<file path="src/design/pcicfg_pkg.sv">
// constants and helper functions for the two-function pci configuration space
// no dependencies; imported by pci_config_space_southbridge
`timescale 1ns / 1ps

package pcicfg_pkg;

  localparam logic       REQ_READ    = 1'b0;
  localparam logic       REQ_WRITE   = 1'b1;
  localparam logic [2:0] FUNC_BRIDGE = 3'd0;
  localparam logic [2:0] FUNC_IDE    = 3'd1;

  localparam logic [7:0] ABSENT_DATA = 8'hFF;

  // register offsets with side effects
  localparam logic [7:0] ADDR_CMD      = 8'h04;
  localparam logic [7:0] ADDR_BM_BASE0 = 8'h20;
  localparam logic [7:0] ADDR_BM_BASE1 = 8'h21;
  localparam logic [7:0] ADDR_DMA_CTL  = 8'h4C;
  localparam logic [7:0] ADDR_MOUSE    = 8'h4E;
  localparam logic [5:0] ADDR_PIRQ_HI  = 6'b011000;
  localparam logic [5:0] ADDR_BM_HI    = 6'b001000;

  localparam logic [4:0] IRQ_DISABLED  = 5'd16;

  function automatic logic [7:0] bridge_reset_val(input logic [7:0] a);
    logic [7:0] r;
    case (a)
      8'h00: r = 8'h86;
      8'h01: r = 8'h80;
      8'h02: r = 8'h10;
      8'h03: r = 8'h71;
      8'h04: r = 8'h07;
      8'h06: r = 8'h80;
      8'h07: r = 8'h02;
      8'h0A: r = 8'h01;
      8'h0B: r = 8'h06;
      8'h0E: r = 8'h80;
      8'h4C: r = 8'h4D;
      8'h4E: r = 8'h03;
      8'h60, 8'h61, 8'h62, 8'h63: r = 8'h80;
      8'h64: r = 8'h10;
      8'h69: r = 8'h02;
      8'h76, 8'h77: r = 8'h04;
      8'hCB: r = 8'h21;
      default: r = 8'h00;
    endcase
    return r;
  endfunction

  function automatic logic bridge_protected(input logic [7:0] a);
    return (a <= 8'h03) || (a >= 8'h08 && a <= 8'h0B) || (a >= 8'h0E && a <= 8'h4B);
  endfunction

  function automatic logic [7:0] bridge_read_filter(input logic [7:0] a, input logic [7:0] r,
                                                    input logic mouse);
    logic [7:0] d;
    if (a[7:2] == ADDR_PIRQ_HI) begin
      d = r & 8'h8F;
    end else begin
      case (a)
        8'h04: d = (r & 8'h08) | 8'h07;
        8'h05: d = r & 8'h01;
        8'h06: d = 8'h80;
        8'h07: d = (r & 8'h78) | 8'h02;
        8'h4E: d = (r & 8'hEF) | {7'd0, mouse};
        8'h4F: d = r & 8'h06;
        8'h69: d = r & 8'hFE;
        8'h6A, 8'h6B: d = r & 8'h80;
        8'h76, 8'h77: d = (r & 8'h87) | 8'h08;
        8'h80: d = r & 8'h7F;
        8'h82: d = r & 8'h0F;
        8'h91: d = r & 8'hFC;
        8'h92, 8'h94: d = r & 8'hC0;
        8'hB0: d = r & 8'h7F;
        8'hB1: d = r & 8'hDF;
        8'hB3: d = r & 8'hFD;
        8'hCB: d = r & 8'h3D;
        default: d = r;
      endcase
    end
    return d;
  endfunction

  // fixed bytes of the ide function at offsets that never store
  function automatic logic [7:0] ide_const_val(input logic [7:0] a);
    logic [7:0] r;
    case (a)
      8'h00: r = 8'h86;
      8'h01: r = 8'h80;
      8'h02: r = 8'h11;
      8'h03: r = 8'h71;
      8'h06: r = 8'h80;
      8'h09: r = 8'h80;
      8'h0A: r = 8'h01;
      8'h0B: r = 8'h01;
      default: r = 8'h00;
    endcase
    return r;
  endfunction

endpackage

</file>
<file path="src/design/pci_config_space_southbridge.sv">
// two-function pci configuration space: isa bridge (function 0) and ide (function 1)
// depends on pcicfg_pkg
//
// channel   direction  handshake              payload
// request   in         req_valid / req_stall  req_type func_num reg_addr write_data mouse_scan_in
// response  out        rsp_valid / rsp_stall  read_data irq_* ide_* bus_master_* dma_* mouse_*
//
// one transfer per cycle while rsp_stall is low; request stage, then response register
// the bridge byte store is read and written at request time, the response register follows
// bridge store entries carry valid bits cleared by reset, so no clearing pass is needed
// rst is synchronous and active high; a stalled response holds the stage behind it
`timescale 1ns / 1ps

module pci_config_space_southbridge
  import pcicfg_pkg::*;
(
  input  logic        clk,
  input  logic        rst,
  input  logic        req_valid,
  output logic        req_stall,
  input  logic        req_type,
  input  logic [2:0]  func_num,
  input  logic [7:0]  reg_addr,
  input  logic [7:0]  write_data,
  input  logic        mouse_scan_in,
  output logic        rsp_valid,
  input  logic        rsp_stall,
  output logic [7:0]  read_data,
  output logic        irq_route_update,
  output logic [1:0]  irq_route_line,
  output logic [4:0]  irq_route_irq,
  output logic        ide_primary_on,
  output logic        ide_secondary_on,
  output logic        bus_master_update,
  output logic        bus_master_on,
  output logic [15:0] bus_master_base,
  output logic        dma_alias_on,
  output logic        mouse_scan_update,
  output logic        mouse_scan_value
);

  logic         rsp_ready;
  logic         s1_ready;
  logic         req_acc;
  logic         bridge_we;
  logic         ide_we;

  logic         s1_valid;
  logic         s1_type;
  logic [2:0]   s1_func;
  logic [7:0]   s1_addr;
  logic [7:0]   s1_data;
  logic         s1_mouse;
  logic [7:0]   s1_mem;
  logic         s1_hit;

  logic [7:0]   bridge_mem [256];
  logic [255:0] bridge_vld;
  logic         dma_ctl7;

  logic [7:0]   ide_cmd;
  logic [7:0]   ide_stat_hi;
  logic [7:0]   ide_0d;
  logic [7:0]   ide_20;
  logic [7:0]   ide_21;
  logic [7:0]   ide_40;
  logic [7:0]   ide_41;
  logic [7:0]   ide_42;
  logic [7:0]   ide_43;
  logic [7:0]   ide_44;
  logic [7:0]   ide_48;
  logic [7:0]   ide_4a;
  logic [7:0]   ide_4b;

  logic [7:0]   bridge_raw;
  logic [7:0]   bridge_rd;
  logic [7:0]   ide_raw;
  logic [7:0]   ide_rd;
  logic [7:0]   read_data_next;
  logic         s1_bridge_wr;
  logic         s1_ide_wr;
  logic         irq_route_update_next;
  logic [4:0]   irq_route_irq_next;
  logic         bus_master_update_next;
  logic         mouse_scan_update_next;

  assign rsp_ready = !rsp_valid || !rsp_stall;
  assign s1_ready  = !s1_valid || rsp_ready;
  assign req_stall = s1_valid && !rsp_ready;
  assign req_acc   = req_valid && s1_ready;
  assign bridge_we = req_acc && (req_type == REQ_WRITE) && (func_num == FUNC_BRIDGE) &&
                     !bridge_protected(reg_addr);
  assign ide_we    = req_acc && (req_type == REQ_WRITE) && (func_num == FUNC_IDE);

  // request stage
  always_ff @(posedge clk) begin
    if (rst) begin
      s1_valid <= 1'b0;
    end else if (s1_ready) begin
      s1_valid <= req_valid;
    end
  end

  always_ff @(posedge clk) begin
    if (req_acc) begin
      s1_type  <= req_type;
      s1_func  <= func_num;
      s1_addr  <= reg_addr;
      s1_data  <= write_data;
      s1_mouse <= mouse_scan_in;
      s1_hit   <= bridge_vld[reg_addr];
    end
  end

  // bridge byte store
  always_ff @(posedge clk) begin
    if (req_acc) begin
      s1_mem <= bridge_mem[reg_addr];
    end
    if (bridge_we) begin
      bridge_mem[reg_addr] <= write_data;
    end
  end

  always_ff @(posedge clk) begin
    if (rst) begin
      bridge_vld <= '0;
      dma_ctl7   <= 1'b0;
    end else if (bridge_we) begin
      bridge_vld[reg_addr] <= 1'b1;
      if (reg_addr == ADDR_DMA_CTL) begin
        dma_ctl7 <= write_data[7];
      end
    end
  end

  // ide registers that take writes
  always_ff @(posedge clk) begin
    if (rst) begin
      ide_cmd     <= 8'h07;
      ide_stat_hi <= 8'h02;
      ide_0d      <= 8'h00;
      ide_20      <= 8'h01;
      ide_21      <= 8'h00;
      ide_40      <= 8'h00;
      ide_41      <= 8'h80;
      ide_42      <= 8'h00;
      ide_43      <= 8'h80;
      ide_44      <= 8'h00;
      ide_48      <= 8'h00;
      ide_4a      <= 8'h00;
      ide_4b      <= 8'h00;
    end else if (ide_we) begin
      case (reg_addr)
        8'h04: ide_cmd     <= (write_data & 8'h05) | 8'h02;
        8'h07: ide_stat_hi <= write_data & 8'h3E;
        8'h0D: ide_0d      <= write_data;
        8'h20: ide_20      <= (write_data & 8'hF0) | 8'h01;
        8'h21: ide_21      <= write_data;
        8'h40: ide_40      <= write_data;
        8'h41: ide_41      <= write_data;
        8'h42: ide_42      <= write_data;
        8'h43: ide_43      <= write_data;
        8'h44: ide_44      <= write_data;
        8'h48: ide_48      <= write_data;
        8'h4A: ide_4a      <= write_data;
        8'h4B: ide_4b      <= write_data;
        default: ;
      endcase
    end
  end

  // read paths
  always_comb begin
    bridge_raw = s1_hit ? s1_mem : bridge_reset_val(s1_addr);
    bridge_rd  = bridge_read_filter(s1_addr, bridge_raw, s1_mouse);
  end

  always_comb begin
    case (s1_addr)
      8'h04: ide_raw = ide_cmd;
      8'h07: ide_raw = ide_stat_hi;
      8'h0D: ide_raw = ide_0d;
      8'h20: ide_raw = ide_20;
      8'h21: ide_raw = ide_21;
      8'h40: ide_raw = ide_40;
      8'h41: ide_raw = ide_41;
      8'h42: ide_raw = ide_42;
      8'h43: ide_raw = ide_43;
      8'h44: ide_raw = ide_44;
      8'h48: ide_raw = ide_48;
      8'h4A: ide_raw = ide_4a;
      8'h4B: ide_raw = ide_4b;
      default: ide_raw = ide_const_val(s1_addr);
    endcase
    case (s1_addr)
      8'h04: ide_rd = ide_raw & 8'h05;
      8'h05: ide_rd = 8'h00;
      8'h06: ide_rd = 8'h80;
      8'h07: ide_rd = ide_raw & 8'h3E;
      8'h0D: ide_rd = ide_raw & 8'hF0;
      8'h20: ide_rd = (ide_raw & 8'hF0) | 8'h01;
      8'h22, 8'h23: ide_rd = 8'h00;
      8'h41, 8'h43: ide_rd = ide_raw & 8'hF3;
      8'h48: ide_rd = ide_raw & 8'h0F;
      8'h4A, 8'h4B: ide_rd = ide_raw & 8'h33;
      default: ide_rd = ide_raw;
    endcase
  end

  always_comb begin
    if (s1_type == REQ_WRITE) begin
      read_data_next = 8'h00;
    end else if (s1_func == FUNC_BRIDGE) begin
      read_data_next = bridge_rd;
    end else if (s1_func == FUNC_IDE) begin
      read_data_next = ide_rd;
    end else begin
      read_data_next = ABSENT_DATA;
    end
    s1_bridge_wr = (s1_type == REQ_WRITE) && (s1_func == FUNC_BRIDGE) &&
                   !bridge_protected(s1_addr);
    s1_ide_wr    = (s1_type == REQ_WRITE) && (s1_func == FUNC_IDE);
    irq_route_update_next  = s1_bridge_wr && (s1_addr[7:2] == ADDR_PIRQ_HI);
    irq_route_irq_next     = s1_data[7] ? IRQ_DISABLED : {1'b0, s1_data[3:0]};
    mouse_scan_update_next = s1_bridge_wr && (s1_addr == ADDR_MOUSE);
    bus_master_update_next = s1_ide_wr &&
                             ((s1_addr == ADDR_CMD) || (s1_addr[7:2] == ADDR_BM_HI));
  end

  // response register
  always_ff @(posedge clk) begin
    if (rst) begin
      rsp_valid <= 1'b0;
    end else if (rsp_ready) begin
      rsp_valid <= s1_valid;
    end
  end

  always_ff @(posedge clk) begin
    if (rsp_ready && s1_valid) begin
      read_data         <= read_data_next;
      irq_route_update  <= irq_route_update_next;
      irq_route_line    <= irq_route_update_next ? s1_addr[1:0] : 2'd0;
      irq_route_irq     <= irq_route_update_next ? irq_route_irq_next : 5'd0;
      ide_primary_on    <= ide_41[7];
      ide_secondary_on  <= ide_43[7];
      bus_master_update <= bus_master_update_next;
      bus_master_on     <= ide_cmd[0];
      bus_master_base   <= {ide_21, ide_20[7:4], 4'h0};
      dma_alias_on      <= !dma_ctl7;
      mouse_scan_update <= mouse_scan_update_next;
      mouse_scan_value  <= mouse_scan_update_next ? s1_data[4] : 1'b0;
    end
  end

`ifndef SYNTH
  a_stall_needs_item: assert property (@(posedge clk) disable iff (rst)
    req_stall |-> s1_valid && rsp_valid)
    else $error("request stalled with no item ahead");

  a_write_reads_zero: assert property (@(posedge clk) disable iff (rst)
    rsp_valid && (irq_route_update || bus_master_update || mouse_scan_update)
      |-> read_data == 8'h00)
    else $error("write response carries read data");

  a_one_bridge_effect: assert property (@(posedge clk) disable iff (rst)
    rsp_valid |-> !(irq_route_update && mouse_scan_update))
    else $error("two bridge side effects on one write");

  a_bm_base_aligned: assert property (@(posedge clk) disable iff (rst)
    rsp_valid |-> bus_master_base[3:0] == 4'h0)
    else $error("bus-master base not 16-byte aligned");

  a_ide_side_effect_func: assert property (@(posedge clk) disable iff (rst)
    rsp_valid && bus_master_update |-> !irq_route_update && !mouse_scan_update)
    else $error("ide and bridge side effects together");
`endif

endmodule
</file>
<file path="config.mk">
export PLATFORM = sky130hd
export DESIGN_NAME = pci_config_space_southbridge
export DESIGN_NICKNAME = d
export VERILOG_FILES = /design/src/design/pcicfg_pkg.sv /design/src/design/pci_config_space_southbridge.sv
export SDC_FILE = /design/constraint.sdc
export NUM_CORES = 2
export LEC_CHECK = 0
export ABC_AREA = 1
export BUFFER_PORTS_ARGS = -buffer_cell sky130_fd_sc_hd__clkbuf_2
export CORE_ASPECT_RATIO = 1.75
export CORE_UTILIZATION = 34
export CTS_CLUSTER_SIZE = 28
export DETAILED_ROUTE_END_ITERATION = 6
export PLACE_DENSITY_LB_ADDON = 0.25
export SLEW_MARGIN = 20
export SYNTH_ARGS = -nofsm -noshare
export SYNTH_HDL_FRONTEND = slang
export SYNTH_SLANG_ARGS = --single-unit
</file>
<file path="constraint.sdc">
create_clock -name clk -period 6.55 [get_ports clk]
set_input_delay 0.3275 -clock clk [delete_from_list [all_inputs] [get_ports clk]]
set_output_delay 0.3275 -clock clk [all_outputs]
set_load 0.02 [all_outputs]
</file>
==> flow_summary.json <==
{
  "outcome": "finished, violations left",
  "violations": "DRC",
  "synth_area_leaders": "edfxtp_1 (67%), nand2_1 (9.3%), dfxtp_1 (7.5%)",
  "cp.buffers_inverters": 4,
  "drt_iter0_drc": 4921,
  "cts-root-buf": "clkbuf_16",
  "cts_buffers": 214,
  "grt_pass1_wl_um": 417100,
  "synth_fa_ha_area_frac": 0,
  "crit_family": "simple AND/OR/NAND/NOR gates",
  "slew_viol_final": 0,
  "synth_top_area_cell": "edfxtp_1",
  "worstPathCellList": "dlygate4sd3_1 -> clkbuf_2 -> nand2_2 -> inv_8 -> buf_4 -> nand2_1 -> nand4_1 -> nand2_1 -> nand2_1 -> o21ai_1 -> nand2_1 -> nor2_1 -> nand2_1 -> nor2_1 -> nand2_1",
  "clk_latency_ns": 0.90,
  "slowest_delay_ns": 0.65,
  "fp.dieH_um": 702.3,
  "die_w_um": 402.2,
  "power.density_nw_per_um2": 292.7,
  "grt_overflow": 0,
  "avgViaCountPerCell": 5.044,
  "final_util": 0.3908,
  "vias": 60960,
  "drt-total-wl_um": 287800,
  "antenna_found_initial": 3,
  "relSlewSlack": 0.1635,
  "clock.fmax_ghz": 0.2529,
  "syn_area_um2": 95290,
  "cts_resized": 0,
  "synthDominantCellAreaShare": 0.6653,
  "p_leak_nw": 39.75,
  "fin_crit_sh": 0.6036,
  "endpoint_kind": "flop",
  "dr.pass1.iters": 7,
  "fin_setup_tns_ns": 0,
  "cp-start-kind": "input port",
  "crit_slowest_cell": "nor2_1",
  "min_path_type": "input port to flop",
  "grt_max_degree": 184,
  "portBuffers": 61,
  "dpl_cell_area_um2": 101800,
  "yosys_warnings": 0,
  "rows": 256,
  "clock-sinks": 2466,
  "final_antenna_net_count": 0,
  "fin_crit_ns": 3.953,
  "cts_tree": "yes",
  "setup_viol_count_final": 0,
  "clk_pin_slew_ns": 0.07,
  "hpwl_um": 178100,
  "critPathMostFrequentCell": "nand2_1",
  "gp_congestion": 0.9356,
  "wl_per_cell_um": 23.82,
  "syn-instance-count": 7736,
  "required_ns": 7.18,
  "r2r_cells": 11,
  "min_path_cells": 3,
  "synth_area_per_cell_um2": 12.32,
  "worstSetupPathType": "input port to flop",
  "n_fill_cell": 26540,
  "rsz0062_at_grt": "no",
  "crit_cells": 15,
  "cts_htree_levels": 4,
  "ys_seq_elements": 2466,
  "initial_core_util": 0.3423,
  "timing_worst_slew_pin_value_ns": 1.255,
  "synthXorXnorAreaFrac": 0,
  "cp_max_fo": 65,
  "final.setup_skew_ns": 0.05500,
  "finalHoldViolCount": 0,
  "clk_path_buf_depth": 4,
  "cap_violations": 0,
  "drcViolationCount": 16,
  "die_area_um2": 282500,
  "drive_gt1_frac": 0.07214,
  "postCtsSetupBuffers": 0,
  "synth_mux_area_frac": 0,
  "area_growth_pct": 14.17,
  "vdd_drop_max_uv": 211.2,
  "grt_pass1_vias": 60860,
  "core_area_um2": 278300,
  "yosysUniqueCellTypes": 38,
  "synth_compound_area_frac": 0.09022,
  "io_pins": 66,
  "arrival_ns": 4.58,
  "yosys.area_share.simple": 0.1336,
  "final_area_um2": 108800,
  "synth_top_family_by_area": "simple AND/OR/NAND/NOR gates",
  "synth_seq_area_share": 0.7398,
  "nets": 8323,
  "final_cell_mix": "nand2_1 (2,363), edfxtp_1 (2,111), a22oi_1 (723)",
  "grtUsageTotal": 0.2006,
  "final_common_cell": "nand2_1"
}
## kinds of logic after synthesis
group / after synthesis
other cells: 1
simple gates: 3163
flops: 2466
buf+inv: 852
compound gates: 1254
## worst paths after layout
path	start	to	slack (ns)
setup / recovery	reg_addr[0]	s1_mem[0]	2.60
hold / removal	rst	bridge_vld[138]	0.04
hold reg to reg	bridge_vld[23]	bridge_vld[23]	0.42
setup reg to reg	rsp_valid	bridge_mem[211][3]	2.86
## stage by stage
stage | setup WS [ns] | power (mW) | hold WS (ns) | std cells
after floorplan | 3.924 | 18.64 | 0.4027 | 8299
after global placement | 2.288 | 19.52 | 0.4103 | 11680
after detailed placement | 2.250 | 19.55 | 0.4123 | 11680
after CTS | 2.596 | 32.08 | 0.01317 | 12080
after global routing | 2.548 | 32.70 | 0.05633 | 12080
final | 2.597 | 31.85 | 0.03964 | 12080
## flip-flops by register name, summed over array words and instances (netlist names), 6 cells and up, named ones only
signal and cells:
ide_4a 8, s1_addr 8, bus_master_base 12, ide_48 8, read_data 8, ide_42 8, s1_data 6, s1_mem 8
ide_0d 8, bridge_vld 256, ide_4b 8, ide_40 8, ide_44 8, ide_21 8, ide_43 8, bridge_mem 2048
ide_41 8
## tightest hold or removal path, delay by kind of cell
kind                   cells  cell delay [ns]
AO/OA/AOI/OAI              1             0.20
buffers and inverters      2             0.32
## layer usage
| layer | up-vias | track usage | share of wire |
|---|---|---|---|
| met5 | - | 0 | 0 |
| met4 | 0 | 0.1379 | 0.077 |
| met3 | 632 | 0.02103 | 0.047 |
| met2 | 1804 | 0.3661 | 0.52 |
| met1 | 30570 | 0.2174 | 0.36 |
| li1 | 27950 | - | - |
## where the power goes
group	total (mW)	switching [mW]	internal [mW]
Sequential	17.5	0.101	17.4
Clock	12.6	5.71	6.93
Combinational	1.74	1.36	0.377
Total	31.8	7.18	24.7
## cell type report
type / instances / area (um2) / area share
Antenna cell: 2 / 5.005 / 0.00004601
Clock buffer: 298 / 5989 / 0.05506
Clock inverter: 90 / 828.3 / 0.007614
Inverter: 445 / 1688 / 0.01552
Multi-Input combinational cell: 4981 / 23560 / 0.2166
Sequential cell: 2466 / 70500 / 0.6480
Tap cell: 3612 / 4519 / 0.04154
Timing Repair Buffer: 190 / 1702 / 0.01564
## synth_stat cells, drive strengths merged
cell type and number:
clkinv 3, nor3 15, a22oi 723, edfxtp 2111
nor4 2, a211oi 24, buf 198, o21a 146
o2111ai 2, inv 442, o211a 1, a31oi 4
nand2 2371, nor2 467, a21oi 133, a41oi 1
o22ai 40, nand3 77, nand3b 2, dfxtp 355
o211ai 5, nor3b 4, conb 1, o21ai 174
nand4 225, clkbuf 209, a21boi 1
## repair_timing
item	CTS	global route
hold buffers	17	0
endpoints found under the hold margin	31	0
setup endpoints to repair	0	0
No activity file was read; power rests on OpenSTA's default activity.
